$ cat src/design/bdeq_pkg.sv
package bdeq_pkg;

	localparam int DEPTH_DEF = 16;
	localparam int DATA_W = 32;

	localparam logic [2:0] OP_PUSH_FRONT = 3'd0;
	localparam logic [2:0] OP_PUSH_BACK = 3'd1;
	localparam logic [2:0] OP_POP_FRONT = 3'd2;
	localparam logic [2:0] OP_POP_BACK = 3'd3;
	localparam logic [2:0] OP_LIST = 3'd4;

	localparam logic [1:0] ST_OK = 2'd0;
	localparam logic [1:0] ST_EMPTY = 2'd1;
	localparam logic [1:0] ST_FULL = 2'd2;

	typedef struct packed {
		logic [2:0] opcode;
		logic signed [DATA_W-1:0] value;
	} in_word_t;

	typedef struct packed {
		logic [1:0] status;
		logic has_value;
		logic signed [DATA_W-1:0] item;
		logic last;
	} out_word_t;

	typedef struct packed {
		logic push_front;
		logic push_back;
		logic pop_front;
		logic rotate;
	} cell_cmd_t;

endpackage

$ cat src/design/bdeq_cell.sv
module bdeq_cell #(
	parameter int DEPTH = bdeq_pkg::DEPTH_DEF,
	parameter int IDX = 0
) (
	input logic clk,
	input bdeq_pkg::cell_cmd_t cmd,
	input logic [$clog2(DEPTH+1)-1:0] occ,
	input logic signed [bdeq_pkg::DATA_W-1:0] value,
	input logic signed [bdeq_pkg::DATA_W-1:0] prev_d,
	input logic signed [bdeq_pkg::DATA_W-1:0] next_d,
	input logic signed [bdeq_pkg::DATA_W-1:0] head_d,
	output logic signed [bdeq_pkg::DATA_W-1:0] d,
	output logic is_tail
);
	import bdeq_pkg::*;

	localparam int OCC_W = $clog2(DEPTH+1);
	localparam logic [OCC_W-1:0] AT = OCC_W'(IDX);
	localparam logic [OCC_W-1:0] NEXT = OCC_W'(IDX + 1);

	logic signed [DATA_W-1:0] d_q;

	// shift toward the back, append, shift toward the front, or rotate the occupied span
	always_ff @(posedge clk) begin
		if (cmd.push_front) begin
			d_q <= prev_d;
		end else if (cmd.push_back && (occ == AT)) begin
			d_q <= value;
		end else if (cmd.pop_front) begin
			d_q <= next_d;
		end else if (cmd.rotate) begin
			if (NEXT < occ) begin
				d_q <= next_d;
			end else if (NEXT == occ) begin
				d_q <= head_d;
			end
		end
	end

	assign d = d_q;
	assign is_tail = (NEXT == occ);

endmodule

$ cat src/design/bounded_double_ended_queue.sv
// Deque of up to DEPTH signed 32-bit values held in a row of cells, front value in
// cell zero. Each input word is one operation: push front, push back, pop front,
// pop back or list. A push or a pop is accepted and yields one result word in the
// next cycle; the next input word can follow in the next cycle as long as the
// output register drains. A list of N stored values is accepted first, then gives
// one result per cycle while the output is not stalled, as the occupied cells
// rotate one step toward the front with each result, so after N steps they are
// back in place. No input is taken until the last listed value has entered the
// output register, and output stalls pause the listing. A list on an empty deque
// yields one empty result. A push on a full deque reports full and leaves the
// contents alone; opcodes above list produce nothing. No clearing pass follows reset.
module bounded_double_ended_queue #(
	parameter int DEPTH = bdeq_pkg::DEPTH_DEF
) (
	input logic clk,
	input logic arst_n,
	input logic in_valid,
	output logic in_ready,
	input bdeq_pkg::in_word_t in_data,
	output logic out_valid,
	input logic out_ready,
	output bdeq_pkg::out_word_t out_data
);
	import bdeq_pkg::*;

	localparam int OCC_W = $clog2(DEPTH+1);
	localparam logic [OCC_W-1:0] FULL_CNT = OCC_W'(DEPTH);
	localparam logic [OCC_W-1:0] ONE = OCC_W'(1);

	logic [OCC_W-1:0] occ_q;
	logic [OCC_W-1:0] list_left_q;
	logic list_busy_q;
	logic out_valid_q;
	out_word_t out_data_q;

	logic signed [DATA_W-1:0] cell_d [DEPTH];
	logic [DEPTH-1:0] cell_tail;
	logic signed [DATA_W-1:0] tail_d;
	cell_cmd_t cmd;

	logic in_fire;
	logic out_free;
	logic full;
	logic empty;
	logic res_valid;
	out_word_t res;
	logic occ_inc;
	logic occ_dec;
	logic list_start;

	assign out_free = !out_valid_q || out_ready;
	assign in_ready = !list_busy_q && out_free;
	assign in_fire = in_valid && in_ready;
	assign full = (occ_q == FULL_CNT);
	assign empty = (occ_q == '0);

	for (genvar i = 0; i < DEPTH; i++) begin : g_cell
		logic signed [DATA_W-1:0] prev_d;
		logic signed [DATA_W-1:0] next_d;
		if (i == 0) begin : g_head
			assign prev_d = in_data.value;
		end else begin : g_mid
			assign prev_d = cell_d[i-1];
		end
		if (i == DEPTH - 1) begin : g_end
			assign next_d = cell_d[i];
		end else begin : g_inner
			assign next_d = cell_d[i+1];
		end
		bdeq_cell #(
			.DEPTH(DEPTH),
			.IDX(i)
		) u_cell (
			.clk(clk),
			.cmd(cmd),
			.occ(occ_q),
			.value(in_data.value),
			.prev_d(prev_d),
			.next_d(next_d),
			.head_d(cell_d[0]),
			.d(cell_d[i]),
			.is_tail(cell_tail[i])
		);
	end

	always_comb begin
		tail_d = '0;
		for (int i = 0; i < DEPTH; i++) begin
			if (cell_tail[i]) begin
				tail_d = tail_d | cell_d[i];
			end
		end
	end

	always_comb begin
		cmd = '0;
		res_valid = 1'b0;
		res = '0;
		res.last = 1'b1;
		occ_inc = 1'b0;
		occ_dec = 1'b0;
		list_start = 1'b0;
		if (list_busy_q) begin
			if (out_free) begin
				cmd.rotate = 1'b1;
				res_valid = 1'b1;
				res.status = ST_OK;
				res.has_value = 1'b1;
				res.item = cell_d[0];
				res.last = (list_left_q == ONE);
			end
		end else if (in_fire) begin
			unique case (in_data.opcode) inside
				OP_PUSH_FRONT, OP_PUSH_BACK: begin
					res_valid = 1'b1;
					if (full) begin
						res.status = ST_FULL;
					end else begin
						res.status = ST_OK;
						occ_inc = 1'b1;
						cmd.push_front = (in_data.opcode == OP_PUSH_FRONT);
						cmd.push_back = (in_data.opcode == OP_PUSH_BACK);
					end
				end
				OP_POP_FRONT, OP_POP_BACK: begin
					res_valid = 1'b1;
					if (empty) begin
						res.status = ST_EMPTY;
					end else begin
						res.status = ST_OK;
						res.has_value = 1'b1;
						occ_dec = 1'b1;
						if (in_data.opcode == OP_POP_FRONT) begin
							res.item = cell_d[0];
							cmd.pop_front = 1'b1;
						end else begin
							res.item = tail_d;
						end
					end
				end
				OP_LIST: begin
					if (empty) begin
						res_valid = 1'b1;
						res.status = ST_EMPTY;
					end else begin
						list_start = 1'b1;
					end
				end
				default: begin
				end
			endcase
		end
	end

	always_ff @(posedge clk or negedge arst_n) begin
		if (!arst_n) begin
			occ_q <= '0;
			list_busy_q <= 1'b0;
			list_left_q <= '0;
			out_valid_q <= 1'b0;
		end else begin
			if (occ_inc) begin
				occ_q <= occ_q + ONE;
			end else if (occ_dec) begin
				occ_q <= occ_q - ONE;
			end
			if (list_start) begin
				list_busy_q <= 1'b1;
				list_left_q <= occ_q;
			end else if (list_busy_q && out_free) begin
				list_left_q <= list_left_q - ONE;
				if (list_left_q == ONE) begin
					list_busy_q <= 1'b0;
				end
			end
			if (res_valid) begin
				out_valid_q <= 1'b1;
			end else if (out_ready) begin
				out_valid_q <= 1'b0;
			end
		end
	end

	always_ff @(posedge clk) begin
		if (res_valid) begin
			out_data_q <= res;
		end
	end

	assign out_valid = out_valid_q;
	assign out_data = out_data_q;

	a_occ_bound: assert property (@(posedge clk) disable iff (!arst_n)
		occ_q <= FULL_CNT)
		else $error("occupancy above depth");

	a_list_blocks_input: assert property (@(posedge clk) disable iff (!arst_n)
		list_busy_q |-> (!in_ready && list_left_q != '0 && list_left_q <= occ_q))
		else $error("listing state inconsistent");

	a_full_push: assert property (@(posedge clk) disable iff (!arst_n)
		(in_fire && full && (in_data.opcode == OP_PUSH_FRONT ||
			in_data.opcode == OP_PUSH_BACK))
		|=> (out_valid_q && out_data_q.status == ST_FULL && $stable(occ_q)))
		else $error("push on full deque not refused");

	a_pop_shrinks: assert property (@(posedge clk) disable iff (!arst_n)
		(in_fire && !empty && (in_data.opcode == OP_POP_FRONT ||
			in_data.opcode == OP_POP_BACK))
		|=> (occ_q == $past(occ_q) - ONE && out_data_q.has_value))
		else $error("pop did not remove a value");

endmodule

$ cat config.mk
export PLATFORM = sky130hd
export DESIGN_NAME = bounded_double_ended_queue
export DESIGN_NICKNAME = d
export VERILOG_FILES = /design/src/design/bdeq_pkg.sv /design/src/design/bdeq_cell.sv /design/src/design/bounded_double_ended_queue.sv
export SDC_FILE = /design/constraint.sdc
export NUM_CORES = 2
export LEC_CHECK = 0
export ABC_CLOCK_PERIOD_IN_PS = 5800
export BUFFER_PORTS_ARGS = -buffer_cell sky130_fd_sc_hd__buf_2
export CAP_MARGIN = 10
export CORE_ASPECT_RATIO = 0.9
export CORE_UTILIZATION = 28
export CTS_CLUSTER_SIZE = 40
export DETAILED_ROUTE_END_ITERATION = 6
export PLACE_DENSITY = 0.42
export SYNTH_ARGS = -nofsm -noshare
export SYNTH_HDL_FRONTEND = slang
export SYNTH_SLANG_ARGS = --single-unit
$ cat constraint.sdc
create_clock -name clk -period 5.8 [get_ports clk]
set_input_delay 0.58 -clock clk [delete_from_list [all_inputs] [get_ports clk]]
set_output_delay 0.58 -clock clk [all_outputs]
set_load 0.02 [all_outputs]
==> results.yml <==
grt:
  gr-usage-met1: 0.4051
  grt_pass1_wl_um: 263800
  busiest_layer: "met2"
  grtUsageTotal: 0.2932
  antenna_found_initial: 10
  grtUsageMet2: 0.4211
  grt_overflow_total: 0
  grt_pass1_vias: 30720
  gr-usage-met3: 0.08570
  grt_max_degree: 163
power_and_ir_drop:
  p_int_uw: 13640
  leakagePower_uw: 0.01414
  pwr-share-comb: 0.473
  power_density_mw_per_mm2: 631.5
  seqPwrFrac: 0.352
  peakVddDrop_uv: 482.7
  swShare: 0.4608
  p_clk_frac: 0.175
  power_switching_uw: 11660
layout:
  mostFrequentLayoutCells: "548 x edfxtp_1, 491 x nand2_1, 365 x o21ai_0, 268 x mux2i_1, 175 x a21oi_1"
  final_core_util: 0.3195
  fin_area_mm2: 0.04007
  syn_to_final_growth_pct: 12.70
  num-fill-cells: 12840
  drive_above_1_share: 0.1441
  final_common_cell: "edfxtp_1"
  nets: 3603
timing:
  fin_tns_setup_ns: 0
  clock_skew_ns: 0.02968
  rsz0062_at_grt: "no"
  fmax_ghz: 0.2335
  period_minus_slack_ns: 4.282
  hold_viol_final: 0
  slew_violations: 0
  max-slew-margin-rel: 0.1327
  fin_ws_ns: 1.518
  setup_violations: 0
  worstMarginPinSlew_ns: 1.295
  finalCritPeriodShare: 0.7382
setup_path:
  worst-setup-path-type: "flip-flop to flip-flop"
  end_kind: "flip-flop"
  rrSetupSlack_ns: 1.52
  start_kind: "flip-flop"
  crit_fanout: 21
  crit_required_ns: 6.14
  crit_arrival_ns: 4.62
floorplan:
  ioPinCount: 77
  start_util: 0.2835
  row_count: 123
  dieArea_mm2: 0.1284
  die_w_um: 377.6
  core_area_mm2: 0.1254
  chipHeight_um: 340.1
placed_design:
  port_buffers: 76
  gp_congestion: 0.8963
  dp_slack_ns: 1.645
  placed_area_mm2: 0.03790
  dp_hpwl_um: 117800
clock_network:
  insertion_delay_ns: 0.67
  clk_pin_slew_worst_paths_ns: 0.06
  clock-sinks: 560
  cts-resized-gates: 0
  cts_tree: "done"
  cts_root_buf: "clkbuf_16"
  htree_levels: 3
  cts_buffers: 73
  clock_path_buffers: 3
synthesis:
  synth_area_leaders: "edfxtp_1 46%, mux2i_1 7.5%, nand2_1 5.3%"
  yosysTopAreaCell: "edfxtp_1"
  seq_area_frac_synth: 0.4713
  ys_seq_elements: 560
  yosysWarnings: 0
  synth-async-reset-ratio: 0.02143
  synth_area_mm2: 0.03556
  yosysTopAreaCellShare: 0.4628
  synth_flop_cell: "edfxtp_1"
  synth_cell_type_count: 81
  postSynthCellCount: 3687
  synth-edff-count: 548
  avgSynthCellArea_um2: 9.644
  syn_nets: 3733
drt:
  via_per_inst: 6.321
  drc: 0
  wl_um: 193600
  vias: 33460
  drtAntennaViolNets: 0
  wl_per_cell_um: 36.58
  drt-initial-drc-count: 5331
  dr.pass1.iters: 6
worst_hold_path:
  hold_path_class: "input port to asynchronous set/reset pin"
job:
  maxCapViolCount: 0
status:
  status: "finished, final reports clean"
routing by layer:
layer / share of wire / vias to the layer above
met4: 0.049 / 0
met1: 0.41 / 16830
met5: 0 / -
met3: 0.12 / 476
li1: - / 13780
met2: 0.42 / 2378
final cells by class:
| cell class | instances | area, µm² | share of cell area |
|---|---|---|---|
| Clock buffer | 94 | 1969 | 0.04915 |
| Multi-Input combinational cell | 2647 | 17150 | 0.4280 |
| Inverter | 45 | 168.9 | 0.004215 |
| Antenna cell | 5 | 12.51 | 0.0003122 |
| Sequential cell | 560 | 16760 | 0.4184 |
| Timing Repair Buffer | 230 | 1714 | 0.04278 |
| Tap cell | 1687 | 2111 | 0.05268 |
| Clock inverter | 26 | 181.4 | 0.004528 |
registers in the layout (all words and copies together), names as in the netlist:
register / count
list_left_q: 5
out_valid: 1
g_cell.u_cell.d: 512
occ_q: 5
out_data: 36
list_busy_q: 1
worst paths after layout:
| check | start | endpoint | cells past startpoint |
|---|---|---|---|
| max in group asynchronous | arst_n | occ_q[2] | 2 |
| worst min register to register | list_left_q[4] | list_left_q[4] | 2 |
| worst max-delay path | occ_q[0] | g_cell[11].u_cell.d[22] | 8 |
| worst min-delay path | arst_n | occ_q[3] | 2 |
| min in group clk | out_ready | out_valid | 3 |
| worst max register to register | occ_q[0] | g_cell[11].u_cell.d[22] | 8 |
worst max-delay path, cell delays in order (launching register included):
cell and delay [ns]:
dfrtp_1 0.48, inv_1 0.26, ha_1 0.29, buf_4 0.40
and4b_1 1.00, buf_4 0.36, nor2_1 0.10, o21ai_4 0.68
buf_12 0.29
stage by stage:
step	hold WS [ns]	instances	total power, µW
floorplan	0.2844	3687	15300
global placement	0.4905	5168	20440
detailed placement	0.4901	5168	20450
CTS	0.3532	5289	24890
global route	0.3769	5291	26080
finish	0.3565	5294	25310
logic make-up after synthesis:
logic type / Yosys count / share of synthesized area
xor gates and xnor gates: 6 / 0.001478
DFF: 560 / 0.4713
muxes: 387 / 0.1152
and+or+nand+nor: 952 / 0.1221
buffers and inverters: 480 / 0.05834
adders and majority gates: 7 / 0.002463
AOI/OAI and AO/OA: 1295 / 0.2291
power by group through the flow:
stage               clock [µW]  combinational, µW  sequential (µW)
floorplan                    0               7380             7920
global placement             0              11500             8920
detailed placement           0              11600             8860
CTS                       4460              11600             8820
global route              4610              12400             9040
finish                    4420              12000             8910
timing repair:
| action | CTS | global route |
|---|---|---|
| hold buffers | 1 | 0 |
| setup buffers | 0 | 0 |
| hold endpoints to repair | 12 | 0 |
cell usage after synthesis, types with 16 or more instances:
cell type and count:
edfxtp_1 548, nand2_1 505, o21ai_0 373, clkbuf_1 289, mux2i_1 268, a21oi_1 179
o21ai_1 151, o22ai_1 148, nor2_1 136, a22oi_1 121, buf_2 110, nor3_1 108
mux2_2 91, and3_1 70, o31ai_1 59, a211oi_1 45, inv_1 43, a222oi_1 34
a221oi_1 29, nand4_1 24, a22o_1 23, buf_4 20, mux2_4 20, a32o_1 19
nand3_1 17, a221o_1 16, o211ai_1 16
No activity file was read; power rests on OpenSTA's default activity.
